--- src/design/cdq_pkg.sv ---
package cdq_pkg;

  localparam int unsigned Depth = 8;
  localparam int unsigned NumCells = Depth - 1;
  localparam int unsigned WordW = 32;

  typedef enum logic [1:0] {
    OP_PUSH_BACK  = 2'd0,
    OP_POP_FRONT  = 2'd1,
    OP_PUSH_FRONT = 2'd2,
    OP_POP_BACK   = 2'd3
  } op_e;

  typedef enum logic [1:0] {
    ST_OK        = 2'd0,
    ST_OVERFLOW  = 2'd1,
    ST_UNDERFLOW = 2'd2
  } status_e;

  typedef struct packed {
    op_e                     opcode;
    logic signed [WordW-1:0] push_value;
  } in_t;

  typedef struct packed {
    logic signed [WordW-1:0] popped_value;
    status_e                 status;
    logic                    now_empty;
  } out_t;

  typedef struct packed {
    logic en;
    op_e  op;
  } cmd_t;

  typedef struct packed {
    logic                    occ;
    logic signed [WordW-1:0] data;
  } link_t;

  localparam logic signed [WordW-1:0] NoWord = '1;

endpackage

--- src/design/cdq_cell.sv ---
module cdq_cell (
  input  logic                                 clk_i,
  input  logic                                 rst_ni,
  input  cdq_pkg::cmd_t                        cmd_i,
  input  logic signed [cdq_pkg::WordW-1:0]     push_value_i,
  input  cdq_pkg::link_t                       left_i,
  input  cdq_pkg::link_t                       right_i,
  output cdq_pkg::link_t                       cell_o,
  output logic                                 last_o,
  output logic                                 occ_next_o
);

  logic                                occ_q, occ_d;
  logic signed [cdq_pkg::WordW-1:0]    data_q, data_d;

  always_comb begin
    occ_d  = occ_q;
    data_d = data_q;
    if (cmd_i.en) begin
      unique case (cmd_i.op)
        cdq_pkg::OP_PUSH_FRONT: begin
          occ_d  = left_i.occ;
          data_d = left_i.data;
        end
        cdq_pkg::OP_POP_FRONT: begin
          occ_d  = right_i.occ;
          data_d = right_i.data;
        end
        cdq_pkg::OP_PUSH_BACK: begin
          if (!occ_q && left_i.occ) begin
            occ_d  = 1'b1;
            data_d = push_value_i;
          end
        end
        cdq_pkg::OP_POP_BACK: begin
          if (occ_q && !right_i.occ) begin
            occ_d = 1'b0;
          end
        end
        default: begin
          occ_d = occ_q;
        end
      endcase
    end
  end

  always_ff @(posedge clk_i or negedge rst_ni) begin
    if (!rst_ni) begin
      occ_q <= 1'b0;
    end else begin
      occ_q <= occ_d;
    end
  end

  always_ff @(posedge clk_i) begin
    data_q <= data_d;
  end

  assign cell_o.occ  = occ_q;
  assign cell_o.data = data_q;
  assign last_o      = occ_q & ~right_i.occ;
  assign occ_next_o  = occ_d;

endmodule

--- src/design/circular_deque_core.sv ---
// channel   direction  handshake              payload
// in        request    in_valid_i/in_stall_o    cdq_pkg::in_t
// out       result     out_valid_o/out_stall_i  cdq_pkg::out_t
//
// one request is taken per cycle unless in_stall_o is high; its result appears in
// the output register on the next cycle, set by one shift step along the row of cells
// reset empties every cell (occupancy flags only); stored words are not cleared
// a stalled result holds the output register and stalls the input side
module circular_deque_core (
  input  logic           clk_i,
  input  logic           rst_ni,
  input  logic           in_valid_i,
  output logic           in_stall_o,
  input  cdq_pkg::in_t   in_i,
  output logic           out_valid_o,
  input  logic           out_stall_i,
  output cdq_pkg::out_t  out_o
);

  localparam int unsigned N = cdq_pkg::NumCells;

  cdq_pkg::link_t                     cells [N];
  cdq_pkg::link_t                     lefts [N];
  cdq_pkg::link_t                     rights [N];
  logic [N-1:0]                       last;
  logic [N-1:0]                       occ_next;
  cdq_pkg::cmd_t                      cmd;
  logic                               accept, is_push, full, empty, refused;
  logic signed [cdq_pkg::WordW-1:0]   tail_data;
  cdq_pkg::out_t                      res_d, out_q;
  logic                               out_valid_q, out_valid_d;

  for (genvar i = 0; i < N; i++) begin : g_cell
    if (i == 0) begin : g_first
      assign lefts[i].occ  = 1'b1;
      assign lefts[i].data = in_i.push_value;
    end else begin : g_mid
      assign lefts[i] = cells[i-1];
    end
    if (i == N - 1) begin : g_end
      assign rights[i].occ  = 1'b0;
      assign rights[i].data = '0;
    end else begin : g_inner
      assign rights[i] = cells[i+1];
    end

    cdq_cell u_cell (
      .clk_i        (clk_i),
      .rst_ni       (rst_ni),
      .cmd_i        (cmd),
      .push_value_i (in_i.push_value),
      .left_i       (lefts[i]),
      .right_i      (rights[i]),
      .cell_o       (cells[i]),
      .last_o       (last[i]),
      .occ_next_o   (occ_next[i])
    );
  end

  always_comb begin
    tail_data = '0;
    for (int i = 0; i < N; i++) begin
      tail_data = tail_data | (cells[i].data & {cdq_pkg::WordW{last[i]}});
    end
  end

  assign in_stall_o = out_valid_q & out_stall_i;
  assign accept     = in_valid_i & ~in_stall_o;
  assign empty      = ~cells[0].occ;
  assign full       = cells[N-1].occ;
  assign is_push    = (in_i.opcode == cdq_pkg::OP_PUSH_BACK) ||
                      (in_i.opcode == cdq_pkg::OP_PUSH_FRONT);
  assign refused    = is_push ? full : empty;
  assign cmd.en     = accept & ~refused;
  assign cmd.op     = in_i.opcode;

  always_comb begin
    res_d.popped_value = cdq_pkg::NoWord;
    res_d.status       = cdq_pkg::ST_OK;
    if (refused) begin
      res_d.status = is_push ? cdq_pkg::ST_OVERFLOW : cdq_pkg::ST_UNDERFLOW;
    end else if (in_i.opcode == cdq_pkg::OP_POP_FRONT) begin
      res_d.popped_value = cells[0].data;
    end else if (in_i.opcode == cdq_pkg::OP_POP_BACK) begin
      res_d.popped_value = tail_data;
    end
    res_d.now_empty = refused ? empty : ~occ_next[0];
  end

  assign out_valid_d = accept | (out_valid_q & out_stall_i);

  always_ff @(posedge clk_i or negedge rst_ni) begin
    if (!rst_ni) begin
      out_valid_q <= 1'b0;
    end else begin
      out_valid_q <= out_valid_d;
    end
  end

  always_ff @(posedge clk_i) begin
    if (accept) begin
      out_q <= res_d;
    end
  end

  assign out_valid_o = out_valid_q;
  assign out_o       = out_q;

endmodule
--- config.mk ---
export PLATFORM = sky130hd
export DESIGN_NAME = circular_deque_core
export DESIGN_NICKNAME = d
export VERILOG_FILES = /design/src/design/cdq_pkg.sv /design/src/design/cdq_cell.sv /design/src/design/circular_deque_core.sv
export SDC_FILE = /design/constraint.sdc
export NUM_CORES = 1
export LEC_CHECK = 0
export ABC_AREA = 1
export BUFFER_PORTS_ARGS = -buffer_cell sky130_fd_sc_hd__buf_2
export CAP_MARGIN = 5
export CELL_PAD_IN_SITES_DETAIL_PLACEMENT = 1
export CELL_PAD_IN_SITES_GLOBAL_PLACEMENT = 2
export CORE_MARGIN = 5
export CORE_UTILIZATION = 39
export DETAILED_ROUTE_END_ITERATION = 8
export GPL_TIMING_DRIVEN = 0
export PLACE_DENSITY = 0.8
export SYNTH_ARGS = -nofsm -noshare
export SYNTH_HDL_FRONTEND = slang
export SYNTH_SLANG_ARGS = --single-unit
--- constraint.sdc ---
create_clock -name clk_i -period 3.6 [get_ports clk_i]
set_input_delay 0.72 -clock clk_i [delete_from_list [all_inputs] [get_ports clk_i]]
set_output_delay 0.72 -clock clk_i [all_outputs]
set_load 0.01 [all_outputs]
==> reports/qor.yml, run 1 <==
global_routing:
  overflow: 0
  antenna_found_initial: 0
  grt_max_degree: 23
  grt.total_usage: 0.2908
  grt_pass1_wl_um: 83950
  grt_pass1_vias: 12800
critical_path:
  reg2reg_slack_ns: 0.36
  path_delay_family: "simple AND/OR/NAND/NOR gates"
  cp_common_cell: "nand2_1"
  start_kind: "flop"
  required_ns: 3.81
  worst-path-max-fanout: 17
  critPathMaxStageDelay_ns: 0.88
  cp.arrival_ns: 3.45
  path_buf_inv: 3
  cpMaxStageDelayCell: "a21oi_4"
  worstPathCellList: "buf_2, inv_1, nand2_1, nand2_1, nor2_1, nand2_1, a21oi_4, buf_12"
  cp-end-kind: "flop"
  worstSetupPathType: "flop to flop"
timing:
  drv_slew: 0
  finalCriticalPeriod_ns: 3.238
  fmax_mhz: 308.9
  fin_crit_sh: 0.8993
  tns_ns: 0
  worst_slew_pin_slew_ns: 1.214
  fin_ws_ns: 0.3625
  hold_violations: 0
  skew_ns: 0.02434
  finalSetupViolCount: 0
  slew_headroom: 0.1908
  rsz0062_at_grt: "false"
clock_tree:
  clk_pin_slew_ns: 0.06
  htreeDepth: 2
  tritoncts: "yes"
  clk_path_buf_depth: 3
  clock_latency_ns: 0.53
  root_buffer: "clkbuf_16"
  postCtsSetupRepairBufs: 0
  clock-sinks: 267
  ctsResizeCount: 0
  cts_buffers: 34
  hold_buffers: 0
synthesis:
  ys_seq_area_frac: 0.5786
  synth.avg_cell_area_um2: 9.266
  synth_warnings: 0
  syn_inst: 1488
  synth-seq-cells: 267
  ys_types: 25
  syn_area_um2: 13790
  syn_nets: 1526
die:
  die_y_um: 198.0
  coreArea_um2: 34710
  die-area_um2: 39210
  start_util: 0.3972
  io-pin-count: 75
  row_count: 68
  die-width_um: 198.0
route:
  viasPerCell: 5.990
  dr.pass1.iters: 5
  ant_nets: 0
  wl_per_cell_um: 27.62
  drt_wl_total_um: 57720
  vias: 12520
  drc: 0
  drtIter0Drc: 1481
layout:
  fin_util: 0.4647
  layout.cells.non_filler: 2090
  num-nets-final: 1646
  layout-drive-gt1-share: 0.1242
  design_area_um2: 16130
  area_growth_pct: 16.99
  fillers: 4003
placed_design:
  dp_cells: 2027
  io_buffers: 73
  dp_slack_ns: 0.1042
  place.detailed.hpwl_um: 37740
  placedInstanceArea_um2: 15070
  gp_congestion: 0.8724
power:
  intPower_w: 0.006833
  power_frac_comb: 0.344
  p_sw_frac: 0.3959
  power.share.sequential: 0.362
  p_sw_w: 0.004477
  pwr-share-clk: 0.294
  p_leak_nw: 6.647
  p_per_area_nw_per_um2: 701.2
  peakVddDrop_v: 0.0003638
job:
  max_cap_violations: 0
outcome:
  status: "complete, no violations"
min_path:
  min_path_type: "input pin to async pin"
cells in the final DEF, fill, tap and decap left out, types with 7 or more instances in the layout:
cell,count
a31oi_1,32
nand3_1,129
o21ai_1,22
clkbuf_16,37
clkbuf_1,47
nor2_1,102
dfrtp_1,8
buf_2,123
clkinv_1,9
buf_1,8
edfxtp_1,259
o21ai_0,59
o221ai_1,128
nand2_1,394
inv_1,200
buf_16,7
clkinv_2,7
o211ai_1,32
cell type report:
cell class / instances / area [um2] / area share
diodes: 1 / 2.502 / 0.0001551
plain buffers: 102 / 480.5 / 0.02979
clock buffers: 46 / 959.7 / 0.05949
clock inverters: 16 / 97.59 / 0.006050
inverters: 208 / 782.0 / 0.04848
multi-input cells: 911 / 4623 / 0.2866
flip-flops and latches: 267 / 7978 / 0.4946
well taps: 455 / 569.3 / 0.03529
repair buffers: 84 / 638.1 / 0.03956
metal layers:
layer / up-vias / global-route usage / share of wire
met5: - / 0 / 0
met1: 6341 / 0.4161 / 0.44
met2: 612 / 0.4624 / 0.46
met3: 113 / 0.04237 / 0.081
li1: 5454 / - / -
met4: 0 / 0.08544 / 0.027
synthesized netlist by cell type:
master	count	area [um2]
nand2_1	394	1479
edfxtp_1	259	7777
inv_1	201	754.5
nand3_1	129	645.6
o221ai_1	128	1121
nor2_1	103	386.6
o21ai_0	59	295.3
buf_2	50	250.2
clkbuf_1	38	142.6
a31oi_1	32	200.2
o211ai_1	32	240.2
o21ai_1	22	110.1
a21oi_1	8	40.04
buf_1	8	30.03
dfrtp_1	8	200.2
inv_2	5	18.77
buf_6	4	45.04
buf_4	1	7.510
clkbuf_2	1	5.000
clkinv_1	1	3.750
clkinv_2	1	5.000
nand2_2	1	6.260
nand2_4	1	11.26
nor2_2	1	6.260
or2_2	1	6.260
flip-flops by register name, summed over array words and instances, names as in the netlist:
signal / flops
g_cell.u_cell.data_q: 224
out_o: 35
out_valid_o: 1
g_cell.u_cell.occ_q: 7
power groups by stage:
stage,clock network (W),registers [W],logic [W]
CTS,0.00333,0.00410,0.00381
detailed placement,0,0.00416,0.00380
global route,0.00347,0.00413,0.00410
floorplan,0,0.00416,0.00202
finish,0.00332,0.00410,0.00389
global placement,0,0.00419,0.00360
worst paths after layout:
path / start / to / cells past startpoint
worst max-delay path: g_cell[0].u_cell.occ_q / g_cell[1].u_cell.data_q[17] / 8
worst min-delay path: rst_ni / g_cell[6].u_cell.occ_q / 1
worst max register to register: g_cell[0].u_cell.occ_q / g_cell[1].u_cell.data_q[17] / 8
worst min register to register: g_cell[0].u_cell.data_q[7] / out_o[10] / 2
max in group asynchronous: rst_ni / g_cell[4].u_cell.occ_q / 1
min in group clk_i: in_valid_i / out_valid_o / 2
worst reg2reg max path: cells and delay by family, from the launching register on:
kind / cells / cell delay [ns]
DFF: 1 / 0.32
buffers and inverters: 3 / 0.70
and+or+nand+nor: 4 / 1.01
AOI/OAI and AO/OA: 1 / 0.89
kinds of logic (layout without fill, tap and decap cells):
family / count (synthesis) / after routing / share of synthesized area
other: 0 / 1 / 0
buffers and inverters: 310 / 456 / 0.09156
AND/OR/NAND/NOR: 630 / 630 / 0.1843
flip-flops: 267 / 267 / 0.5786
AO/OA/AOI/OAI: 281 / 281 / 0.1456
metrics by stage:
step	hold slack (ns)	total power (W)
after floorplan	0.4244	0.006187
after global placement	0.5501	0.007787
after detailed placement	0.5637	0.007956
after CTS	0.04598	0.01124
after global routing	0.05864	0.01171
final	0.05384	0.01131
Note: power is estimated with default switching activity, not from simulation.
==> run 2, diff against run 1 <==
==> constraint.sdc (replaced) <==
create_clock -name clk_i -period 3.25 [get_ports clk_i]
set_input_delay 0.325 -clock clk_i [delete_from_list [all_inputs] [get_ports clk_i]]
set_output_delay 0.325 -clock clk_i [all_outputs]
set_load 0.01 [all_outputs]
==> run 2 against run 1 <==
Effect of this change:
- non-clock buffer count rose by 6
- clock-buffer cell count is the same
- sequential power grew 11%
- maximum frequency is 5.5% higher
- utilization is 0.21 points higher
- critical path depth up 1
- routed wire length down 0.12%
- combinational power grew 11%
- highest routed layer unchanged
==> reports/qor.yml, run 2 (synthesis results as in run 1) <==
outcome:
  status: "complete, no violations"
layout:
  final_common_cell: "nand2_1"
  num-nets-final: 1652
  final_cell_mix: "nand2_1 (394), edfxtp_1 (259), inv_1 (200), nand3_1 (129), o221ai_1 (128)"
  area_growth_pct: 17.51
  top_register: "g_cell.u_cell.data_q"
  design_area_um2: 16200
  largest_reg_flops: 224
  layout-drive-gt1-share: 0.1268
critical_path:
  worst-path-max-fanout: 14
  start_kind: "flop"
  worstSetupPathType: "flop to flop"
  cp.arrival_ns: 3.28
  required_ns: 3.46
  cp-end-kind: "flop"
die:
  start_util: 0.3972
  die-area_um2: 39210
  die-width_um: 198.0
  io-pin-count: 75
  die_y_um: 198.0
  row_count: 68
  coreArea_um2: 34710
power:
  pwr-share-clk: 0.293
  power_frac_comb: 0.345
  peakVddDrop_v: 0.0004059
  p_sw_w: 0.004961
  intPower_w: 0.007591
  p_leak_nw: 6.684
  p_sw_frac: 0.3952
  p_per_area_nw_per_um2: 774.6
  power.share.sequential: 0.362
global_routing:
  grt_pass1_wl_um: 83950
  grt.total_usage: 0.2908
  grt_max_degree: 23
  grt_pass1_vias: 12810
  overflow: 0
  antenna_found_initial: 0
job:
  max_cap_violations: 0
timing:
  slew_headroom: 0.1842
  tns_ns: 0
  skew_ns: 0.02436
  worst_slew_pin_slew_ns: 1.224
  hold_violations: 0
  fmax_mhz: 326.0
  drv_slew: 0
  rsz0062_at_grt: "false"
  fin_crit_sh: 0.9439
  finalCriticalPeriod_ns: 3.068
  finalSetupViolCount: 0
clock_tree:
  clk_path_buf_depth: 3
  clock_latency_ns: 0.53
  root_buffer: "clkbuf_16"
  clock-sinks: 267
  tritoncts: "yes"
  ctsResizeCount: 0
  cts_buffers: 34
  htreeDepth: 2
  clk_pin_slew_ns: 0.05
route:
  wl_per_cell_um: 27.50
  vias: 12550
  viasPerCell: 5.989
  drc: 0
  drt_wl_total_um: 57650
  ant_nets: 0
  dr.pass1.iters: 5
  drtIter0Drc: 1440
min_path:
  min_path_type: "input pin to flop"
placed_design:
  gp_congestion: 0.8724
  io_buffers: 73
  place.detailed.hpwl_um: 37740
  placedInstanceArea_um2: 15070
[run 2: changes by cell type in the layout (fill, tap and decap cells not counted)]
cell,previous run,this run
buf_12,4,6
buf_4,1,4
dlygate4sd3_1,0,1
[run 2: path summary, 6_finish.rpt]
path,cells past startpoint,slack (ns),from,to
worst min-delay path,2,0.02,in_valid_i,out_valid_o
worst max-delay path,9,0.18,g_cell[0].u_cell.occ_q,g_cell[4].u_cell.data_q[19]
worst max register to register,9,0.18,g_cell[0].u_cell.occ_q,g_cell[4].u_cell.data_q[19]
worst min register to register,2,0.58,g_cell[6].u_cell.data_q[5],g_cell[5].u_cell.data_q[5]
min in group asynchronous,2,0.19,rst_ni,g_cell[6].u_cell.occ_q
max in group asynchronous,2,2.86,rst_ni,g_cell[4].u_cell.occ_q
[run 2: repair_timing]
action                                  in CTS  in global routing
hold endpoints to repair                     8                  0
hold buffers                                 1                  0
endpoints found under the setup margin       0                 44
buffers inserted                             0                  5
[run 2: layout make-up]
type / count / area [um2]
diodes: 1 / 2.502
flip-flops and latches: 267 / 7978
inverters: 208 / 782.0
plain buffers: 102 / 480.5
clock buffers: 46 / 959.7
repair buffers: 90 / 710.7
fillers: 4002 / 18510
multi-input cells: 911 / 4623
well taps: 455 / 569.3
clock inverters: 16 / 97.59
[run 2: worst max-delay path: stages (launching register included)]
cell and delay, ns:
dfrtp_1 0.32, buf_2 0.27, inv_1 0.14, nand2_1 0.13, nand2_1 0.26, nor2_1 0.23
nand2_1 0.39, a21oi_4 0.60, buf_16 0.23, buf_16 0.18
[run 2: power groups by stage]
stage | Combinational, W | Sequential [W] | Clock [W]
4_1_cts | 0.00422 | 0.00454 | 0.00369
6_report | 0.00433 | 0.00454 | 0.00368
3_3_place_gp | 0.00398 | 0.00464 | 0
2_1_floorplan | 0.00224 | 0.00461 | 0
5_1_grt | 0.00457 | 0.00458 | 0.00385
3_5_place_dp | 0.00421 | 0.00460 | 0
[run 2: metal layers]
layer  share of wire  GRT usage  vias up
met2            0.46     0.4628      618
met3           0.089    0.04237      120
met4           0.028    0.08544        0
met5               0          0        -
li1                -          -     5466
met1            0.43     0.4158     6349
[run 2: stage by stage]
step                      worst slack, ns  hold slack (ns)  std cells  power (W)    util
after floorplan                    0.2527          0.02941       1488   0.006853       -
after global placement             -2.684           0.1989       2016   0.008626  0.4241
after detailed placement          0.04928           0.2026       2027   0.008813  0.4341
after CTS                         0.04204         0.009794       2090    0.01245  0.4649
after global routing              0.03186          0.01966       2095    0.01299  0.4667
final                              0.1823          0.01541       2096    0.01255  0.4668
==> run 3, diff against run 2 <==
--- a/config.mk
+++ b/config.mk
@@ -11,10 +11,10 @@
 export CELL_PAD_IN_SITES_DETAIL_PLACEMENT = 1
 export CELL_PAD_IN_SITES_GLOBAL_PLACEMENT = 2
 export CORE_MARGIN = 5
-export CORE_UTILIZATION = 39
+export CORE_UTILIZATION = 35
 export DETAILED_ROUTE_END_ITERATION = 8
 export GPL_TIMING_DRIVEN = 0
-export PLACE_DENSITY = 0.8
+export PLACE_DENSITY = 0.76
 export SYNTH_ARGS = -nofsm -noshare
 export SYNTH_HDL_FRONTEND = slang
 export SYNTH_SLANG_ARGS = --single-unit
==> constraint.sdc (replaced) <==
create_clock -name clk_i -period 2.76 [get_ports clk_i]
set_input_delay 0.552 -clock clk_i [delete_from_list [all_inputs] [get_ports clk_i]]
set_output_delay 0.552 -clock clk_i [all_outputs]
set_load 0.01 [all_outputs]
==> run 3 against run 2 <==
Effect of this change:
- combinational power grew 18%
- routed wire length grew 2.0%
- sequential power up 18%
- die area increased by 11%
- clock skew fell by 0.012 ns
- clock power grew 14%
- largest power group unchanged
==> reports/qor.yml, run 3 (synthesis results as in run 1) <==
critical_path:
  required_ns: 2.99
  path_delay_family: "simple AND/OR/NAND/NOR gates"
  start_kind: "flop"
  worstSetupPathType: "flop to flop"
  cp-end-kind: "flop"
  critPathMaxStageDelay_ns: 0.32
  path_buf_inv: 3
  cp_common_cell: "nand2_1"
  worst-path-max-fanout: 9
  cp.arrival_ns: 2.73
  worstPathCellList: "buf_2, inv_1, nand2_1, nand2_1, nor2_1, nand2_2, a21oi_4, buf_4"
  cpMaxStageDelayCell: "a21oi_4"
power:
  power.total_w: 0.01468
  p_per_area_nw_per_um2: 900.5
  p_leak_nw: 6.690
  p_sw_frac: 0.3958
  intPower_w: 0.008869
  power.share.sequential: 0.365
  p_sw_w: 0.005810
  power_frac_comb: 0.348
  pwr-share-clk: 0.287
  peakVddDrop_v: 0.0003789
timing:
  fin_crit_sh: 0.9077
  hold_violations: 0
  rsz0062_at_grt: "false"
  worst_slew_pin_slew_ns: 1.277
  skew_ns: 0.01218
  drv_slew: 0
  finalCriticalPeriod_ns: 2.505
  finalSetupViolCount: 0
  fin_ws_ns: 0.2549
  holdWs_ns: 0.2328
  slew_headroom: 0.1485
  fmax_mhz: 399.2
clock_tree:
  cts_buffers: 34
  clk_pin_slew_ns: 0.05
  clock-sinks: 267
  clock_latency_ns: 0.54
  root_buffer: "clkbuf_16"
  htreeDepth: 2
  clk_path_buf_depth: 3
  tritoncts: "yes"
min_path:
  min_path_type: "input pin to flop"
placed_design:
  place.detailed.hpwl_um: 38490
  dp_slack_ns: -0.5764
  gp_congestion: 0.8567
  placedInstanceArea_um2: 15090
  dp_cells: 2088
  io_buffers: 73
die:
  start_util: 0.3551
  row_count: 72
  die_y_um: 208.5
  die-area_um2: 43460
  io-pin-count: 75
  die-width_um: 208.5
  coreArea_um2: 38830
layout:
  diodes: 0
  layout.cells.non_filler: 2162
  top_register: "g_cell.u_cell.data_q"
  final_cell_mix: "nand2_1 (393), edfxtp_1 (259), inv_1 (200), nand3_1 (129), o221ai_1 (128)"
  layout-drive-gt1-share: 0.1283
  final_common_cell: "nand2_1"
  area_growth_pct: 18.23
  largest_reg_flops: 224
  design_area_um2: 16300
  num-nets-final: 1657
route:
  ant_nets: 0
  drc: 0
  drtIter0Drc: 1368
  dr.pass1.iters: 5
  wl_per_cell_um: 27.19
  viasPerCell: 5.768
  drt_wl_total_um: 58780
  vias: 12470
job:
  max_cap_violations: 0
global_routing:
  grt.total_usage: 0.2646
  antenna_found_initial: 0
  grt_pass1_vias: 12890
  overflow: 0
  grt_pass1_wl_um: 85420
  grt_max_degree: 22
outcome:
  status: "complete, no violations"
## run 3: changes by cell type in the layout (fill, tap and decap cells not counted), sizes merged
cell,delta
clkbuf,+2
bufinv,-1
buf,+5
diode,-1
clkinv,-2
## run 3: timing repair
item,4_1_cts,5_1_grt
setup buffers,12,0
endpoints found under the setup margin,211,149
endpoints found under the hold margin,8,0
pin swaps,1,0
gates resized for setup,0,1
hold buffers,1,0
## run 3: area by class of cell
cell class	count	area (um2)
sequential	267	7978
timing repair buffer	95	763.2
fill	4509	22530
inverter	208	782.0
clock buffer	48	967.2
clock inverter	13	57.56
multi-input combinational	911	4626
tap	518	648.1
buffer	102	480.5
## run 3: worst reg2reg max path, delay by kind of cell, from the launching register on
family | cells | cell delay (ns)
simple gates | 4 | 0.91
buf+inv | 3 | 0.66
compound gates | 1 | 0.33
flops | 1 | 0.31
## run 3: metal layers
metal  share of wire  up-vias  global-route usage  routed length [um]
li1                -     5472                   -                   -
met3           0.078      138             0.04278                4577
met1            0.43     6300              0.3647               24990
met4           0.037        0             0.08992                2156
met5               0        -                   0                   0
met2            0.46      561              0.4265               27060
## run 3: final timing paths
path	slack, ns	startpoint	depth (start not counted)	end
max reg2reg	0.25	g_cell[0].u_cell.occ_q	8	g_cell[3].u_cell.data_q[4]
min reg2reg	0.58	g_cell[0].u_cell.data_q[10]	2	out_o[13]
max in group asynchronous	2.14	rst_ni	2	g_cell[0].u_cell.occ_q
max	0.25	g_cell[0].u_cell.occ_q	8	g_cell[3].u_cell.data_q[4]
min in group asynchronous	0.42	rst_ni	2	g_cell[5].u_cell.occ_q
min	0.23	in_valid_i	2	out_valid_o
## run 3: per-stage QoR
stage | utilization | setup TNS, ns
2_1_floorplan | - | -57.35
3_3_place_gp | 0.3813 | -628.72
3_5_place_dp | 0.3886 | -78.16
4_1_cts | 0.4198 | 0
5_1_grt | 0.4199 | 0
6_report | 0.4199 | 0
## run 3: power by group through the flow
| stage | combinational [W] | sequential [W] | clock [W] |
|---|---|---|---|
| detailed placement | 0.00493 | 0.00543 | 0 |
| floorplan | 0.00264 | 0.00543 | 0 |
| global route | 0.00546 | 0.00539 | 0.00445 |
| finish | 0.00511 | 0.00535 | 0.00421 |
| CTS | 0.00504 | 0.00535 | 0.00427 |
| global placement | 0.00469 | 0.00547 | 0 |
